===== src/sv/vgrt_pkg.sv =====
// ----------------------------------------------------------------------------
// vgrt_pkg: shared definitions for the voxel grid ray traversal unit
// Widths, result codes and the command/status records between the
// controller and the datapath.
// ----------------------------------------------------------------------------
package vgrt_pkg;

  localparam int COORD_BITS  = 16;
  localparam int FRAC_BITS   = 16;
  localparam int BUDGET_BITS = 16;

  localparam int ORIGIN_BITS = 32;
  localparam int HEAD_BITS   = 16;
  localparam int OUT_BITS    = 16;
  localparam int INC_BITS    = 32;
  localparam int SIDE_BITS   = 40;
  // The dividend is 2^(14+FRAC_BITS), which needs 15+FRAC_BITS bits.
  localparam int QUOT_BITS   = 15 + FRAC_BITS;
  localparam int TMAG_BITS   = FRAC_BITS + 1;
  localparam int CNT_BITS    = $clog2(QUOT_BITS);

  localparam logic KIND_START  = 1'b0;
  localparam logic KIND_ANSWER = 1'b1;

  localparam logic [1:0] RES_LOOKUP    = 2'd0;
  localparam logic [1:0] RES_HIT       = 2'd1;
  localparam logic [1:0] RES_EXHAUSTED = 2'd2;

  localparam logic [1:0] AXIS_X = 2'd0;
  localparam logic [1:0] AXIS_Y = 2'd1;
  localparam logic [1:0] AXIS_Z = 2'd2;

  typedef struct packed {
    logic       load;
    logic       div_init;
    logic       div_step;
    logic       div_last;
    logic [1:0] axis;
    logic       mul;
    logic       advance;
    logic       emit;
    logic [1:0] emit_kind;
  } vgrt_cmd_t;

  typedef struct packed {
    logic budget_zero;
  } vgrt_status_t;

endpackage


===== src/sv/vgrt_ctrl.sv =====
// ----------------------------------------------------------------------------
// vgrt_ctrl: sequencing state machine for the ray traversal unit
// Runs the reciprocal divider over the three axes, launches the ray and
// steps it on answers until a hit or spent budget; owns the out_valid flag.
// ----------------------------------------------------------------------------
module vgrt_ctrl (
  input  logic                   clk,
  input  logic                   rst,
  input  logic                   in_valid,
  output logic                   in_ready,
  input  logic                   kind,
  input  logic                   solid,
  output logic                   out_valid,
  input  logic                   out_ready,
  output vgrt_pkg::vgrt_cmd_t    cmd,
  input  vgrt_pkg::vgrt_status_t status
);
  import vgrt_pkg::*;

  localparam logic [2:0] S_IDLE     = 3'd0;
  localparam logic [2:0] S_DIVIDE   = 3'd1;
  localparam logic [2:0] S_MULTIPLY = 3'd2;
  localparam logic [2:0] S_LAUNCH   = 3'd3;
  localparam logic [2:0] S_ANSWER   = 3'd4;

  logic [2:0]          state, state_next;
  logic [1:0]          axis, axis_next;
  logic [CNT_BITS-1:0] bit_cnt, bit_cnt_next;
  logic                ray_active, ray_active_next;
  logic                hit_pending;
  logic                out_free;
  logic                in_take;

  assign in_ready = (state == S_IDLE);
  assign in_take  = in_valid & in_ready;
  assign out_free = ~out_valid | out_ready;

  always_comb begin
    state_next      = state;
    axis_next       = axis;
    bit_cnt_next    = bit_cnt;
    ray_active_next = ray_active;
    cmd             = '0;
    cmd.axis        = axis;
    unique case (state)
      S_IDLE: begin
        if (in_take && kind == KIND_START) begin
          cmd.load     = 1'b1;
          cmd.div_init = 1'b1;
          axis_next    = AXIS_X;
          bit_cnt_next = '0;
          state_next   = S_DIVIDE;
        end else if (in_take && ray_active) begin
          state_next = S_ANSWER;
        end
      end
      S_DIVIDE: begin
        cmd.div_step = 1'b1;
        if (bit_cnt == CNT_BITS'(QUOT_BITS-1)) begin
          cmd.div_last = 1'b1;
          cmd.div_init = 1'b1;
          bit_cnt_next = '0;
          if (axis == AXIS_Z) begin
            state_next = S_MULTIPLY;
          end else begin
            axis_next = axis + 1'b1;
          end
        end else begin
          bit_cnt_next = bit_cnt + 1'b1;
        end
      end
      S_MULTIPLY: begin
        cmd.mul    = 1'b1;
        state_next = S_LAUNCH;
      end
      S_LAUNCH: begin
        if (out_free) begin
          cmd.emit   = 1'b1;
          state_next = S_IDLE;
          if (status.budget_zero) begin
            cmd.emit_kind   = RES_EXHAUSTED;
            ray_active_next = 1'b0;
          end else begin
            cmd.emit_kind   = RES_LOOKUP;
            cmd.advance     = 1'b1;
            ray_active_next = 1'b1;
          end
        end
      end
      S_ANSWER: begin
        if (out_free) begin
          cmd.emit   = 1'b1;
          state_next = S_IDLE;
          if (hit_pending) begin
            cmd.emit_kind   = RES_HIT;
            ray_active_next = 1'b0;
          end else if (status.budget_zero) begin
            cmd.emit_kind   = RES_EXHAUSTED;
            ray_active_next = 1'b0;
          end else begin
            cmd.emit_kind = RES_LOOKUP;
            cmd.advance   = 1'b1;
          end
        end
      end
      default: begin
        state_next = S_IDLE;
      end
    endcase
  end

  always_ff @(posedge clk) begin
    if (rst) begin
      state      <= S_IDLE;
      axis       <= AXIS_X;
      bit_cnt    <= '0;
      ray_active <= 1'b0;
      out_valid  <= 1'b0;
    end else begin
      state      <= state_next;
      axis       <= axis_next;
      bit_cnt    <= bit_cnt_next;
      ray_active <= ray_active_next;
      if (cmd.emit) begin
        out_valid <= 1'b1;
      end else if (out_ready) begin
        out_valid <= 1'b0;
      end
    end
  end

  always_ff @(posedge clk) begin
    if (in_take) begin
      hit_pending <= solid;
    end
  end

  a_emit_free: assert property (@(posedge clk) disable iff (rst)
    cmd.emit |-> out_free)
    else $error("result written while the output register was still occupied");

  a_start_divides: assert property (@(posedge clk) disable iff (rst)
    (in_take && kind == KIND_START) |=> (state == S_DIVIDE && axis == AXIS_X))
    else $error("ray start did not enter the divide sequence");

  a_axis_range: assert property (@(posedge clk) disable iff (rst)
    state == S_DIVIDE |-> axis <= AXIS_Z)
    else $error("divider axis counter out of range");

  a_answer_active: assert property (@(posedge clk) disable iff (rst)
    state == S_ANSWER |-> ray_active)
    else $error("answer processed without an active ray");

endmodule


===== config.mk =====
export PLATFORM = sky130hd
export DESIGN_NAME = vgrt_ctrl
export DESIGN_NICKNAME = d
export VERILOG_FILES = /design/src/sv/vgrt_pkg.sv /design/src/sv/vgrt_ctrl.sv
export SDC_FILE = /design/constraint.sdc
export NUM_CORES = 1
export LEC_CHECK = 0
export BUFFER_PORTS_ARGS = -buffer_cell sky130_fd_sc_hd__buf_2
export CAP_MARGIN = 20
export CORE_MARGIN = 2
export CORE_UTILIZATION = 50
export CTS_BUF_LIST = sky130_fd_sc_hd__clkbuf_8
export DETAILED_ROUTE_END_ITERATION = 10
export HOLD_SLACK_MARGIN = 0.06
export PLACE_DENSITY_LB_ADDON = 0.12
export SLEW_MARGIN = 10
export SYNTH_ARGS = -nofsm -noshare
export SYNTH_HDL_FRONTEND = slang
export SYNTH_SLANG_ARGS = --single-unit

===== constraint.sdc =====
create_clock -name clk -period 1.6 [get_ports clk]
set_input_delay 0.24 -clock clk [delete_from_list [all_inputs] [get_ports clk]]
set_output_delay 0.24 -clock clk [all_outputs]
set_load 0.005 [all_outputs]

==> flow_summary.json <==
{
  "status": "finished, violations left",
  "failed_checks": "setup timing",
  "cts_root_buffer": "clkbuf_8",
  "r2r_cells": 6,
  "grt_pass1_wl_um": 3153,
  "ys_types": 36,
  "viasPerCell": 5.876,
  "hold_viol": 0,
  "coreArea_mm2": 0.001471,
  "ys_seq_area_share_pct": 35.29,
  "grt-ovfl-total": 0,
  "cpPeakStageDelay_ns": 0.38,
  "final_common_cell": "buf_2",
  "max_cap_violations": 0,
  "firstDrtPassIters": 4,
  "finalMaxSlewViolations": 0,
  "crit_path_frequent_cell": "inv_1",
  "grt_use_total_pct": 22.96,
  "crit_path_top_delay_cell": "or3_4",
  "crit_fanout": 7,
  "start_util_pct": 52.04,
  "synthFlopType": "dfxtp_1",
  "cts_sinks": 13,
  "place_congestion": 0.8403,
  "synth_top_area_share_pct": 31.37,
  "crit_required_ns": 1.36,
  "io_buffers": 19,
  "max-vdd-ir-drop_uv": 696.0,
  "worst_pin_slew_ns": 0.3230,
  "synth.net_count": 107,
  "synthArstFlopShare_pct": 0,
  "antenna_found_initial": 0,
  "fin_crit_sh_pct": 101.6,
  "max_freq_mhz": 615.0,
  "rsz0062_at_grt": "true",
  "hold_start": "solid",
  "setup_violations": 3,
  "stdcell_count": 145,
  "tns_ns": -0.05464,
  "num_vias": 852,
  "fin_skew_ns": 0.0008732,
  "rr_endpoint": "bit_cnt[3]",
  "endpoint_kind": "primary output",
  "rows": 14,
  "synth_edf_count": 1,
  "grt_pass1_vias": 706,
  "synthCells": 97,
  "dp_cells": 135,
  "clk_pin_slew_ns": 0.06,
  "drtAntennaViolNets": 0,
  "finalPower_mw": 0.7602,
  "clk_latency_ns": 0.25,
  "nFillCells": 127,
  "routed_wl_um": 2132,
  "numCtsBuffers": 3,
  "yosys-top-cells-area": "dfxtp_1 (31%), a21oi_1 (5.9%), ha_1 (4.9%)",
  "die_area_mm2": 0.001861,
  "avgSynthCellArea_um2": 7.894,
  "wl_per_cell_um": 14.70,
  "layout-area-overhead-vs-synth_pct": 41.18,
  "post_route_cells_drive_above_1_share_pct": 40.31,
  "cts_tree": "yes",
  "regToRegSetupSlack_ns": 0.05,
  "cp_cell_sequence": "buf_4 -> inv_1 -> or3_4 -> inv_1 -> buf_2",
  "final_cell_mix": "buf_2 (19), buf_4 (11), a21oi_1 (9)",
  "dp_hpwl_um": 1315,
  "dp_slack_ns": 0.1149,
  "synth_area_um2": 765.7,
  "fp.dieW_um": 43.14,
  "ioPinCount": 20,
  "clockBufferDepth": 2,
  "start_kind": "flip-flop",
  "path_buf_inv": 4,
  "dieHeight_um": 43.14,
  "crit_arrival_ns": 1.39,
  "slew_headroom_pct": 78.19,
  "diodes": 0,
  "min_delay_path_depth": 1,
  "finish.utilization_pct": 73.47,
  "min_period_ns": 1.626,
  "r2r_start": "state[2]",
  "drc_errors": 0,
  "p_per_area_mw_per_mm2": 703.3,
  "dr.first_iter.drc_count": 17,
  "path_class": "flip-flop to primary output",
  "grt_max_degree": 14,
  "static-leakage-power_nw": 0.4618,
  "setup_ws_ns": -0.02593,
  "cts_max_level": 1,
  "yosysTopAreaCell": "dfxtp_1",
  "final_net_count": 140,
  "cts_hold_buf": 0,
  "synth-seq-cells": 13,
  "hold_end": "hit_pending",
  "worstHoldPathType": "input pin to flip-flop",
  "cp_top_family": "buffers and inverters",
  "ys_warn_count": 0
}
## how the worst max path moves through the flow
stage / startpoint / end / slack (ns) / cells after the start
CTS: state[2] / cmd[7] / -0.001 / 4
finish: state[1] / cmd[4] / -0.03 / 5
global placement: state[2] / cmd[3] / 0.14 / 5
global route: state[1] / cmd[4] / -0.05 / 5
detailed placement: state[2] / cmd[3] / 0.11 / 5
floorplan: state[1] / cmd[9] / 0.08 / 5
## sequential cells by signal, indices dropped and copies added, names as in the netlist
signal and count:
state 3, out_valid 1, hit_pending 1, bit_cnt 5
ray_active 1, axis 2
## area by class of cell
type	instances	area, um^2	area share (%)
clock buffers	3	41.29	3.819
repair buffers	33	211.5	19.56
well taps	16	20.02	1.852
flip-flops and latches	13	277.8	25.69
clock inverters	1	3.754	0.3472
multi-input cells	70	493.0	45.60
inverters	9	33.78	3.125
## timing repair
| item | in CTS | in global routing |
|---|---|---|
| gates resized for setup | 11 | 12 |
| endpoints found under the setup margin | 8 | 12 |
| pin swaps | 3 | 2 |
| buffers inserted | 4 | 2 |
## synthesized netlist by cell type, types with 2 or more instances
cell      number
nor3_1         6
nor2_1         8
clkbuf_1       2
a22oi_1        2
o21ai_0        2
ha_1           3
buf_2          2
dfxtp_1       12
a21oi_1        9
inv_1          9
a31oi_1        5
nand3_1        4
a211oi_1       3
nand2_1        5
nand2b_1       3
nor2b_1        2
## where the power goes
part | switching (mW) | internal (mW)
Combinational | 0.0590 | 0.0578
Sequential | 0.00558 | 0.333
Clock | 0.134 | 0.170
## per-stage QoR
step | hold slack, ns | instance area (um^2)
after floorplan | 0.3128 | 765.7
after global placement | 0.4161 | 912.1
after detailed placement | 0.4187 | 912.1
final | 0.1636 | 1081
after global routing | 0.1594 | 1081
after CTS | 0.1624 | 1016
## routing by layer
layer / share of wire [%] / up-vias / track usage [%]
met5: 0 / - / 0
met4: 1.7 / 0 / 10.91
met3: 7.5 / 5 / 5.106
met2: 48 / 41 / 34.63
met1: 43 / 384 / 30.65
li1: - / 422 / -
## worst reg2reg max path: stages (launching register included)
cell and delay, ns:
dfxtp_4 0.36, or3b_4 0.44, buf_6 0.14, buf_4 0.13
nor3_1 0.16, a31oi_1 0.06, a21oi_1 0.18
## cell families after synthesis
logic type,Yosys count,share of synthesized area [%]
buffers and inverters,14,8.170
and+or+nand+nor,38,26.15
adders and majority gates,3,4.902
AOI/OAI and AO/OA,29,25.49
DFF,13,35.29
(Power assumes the default switching activity.)
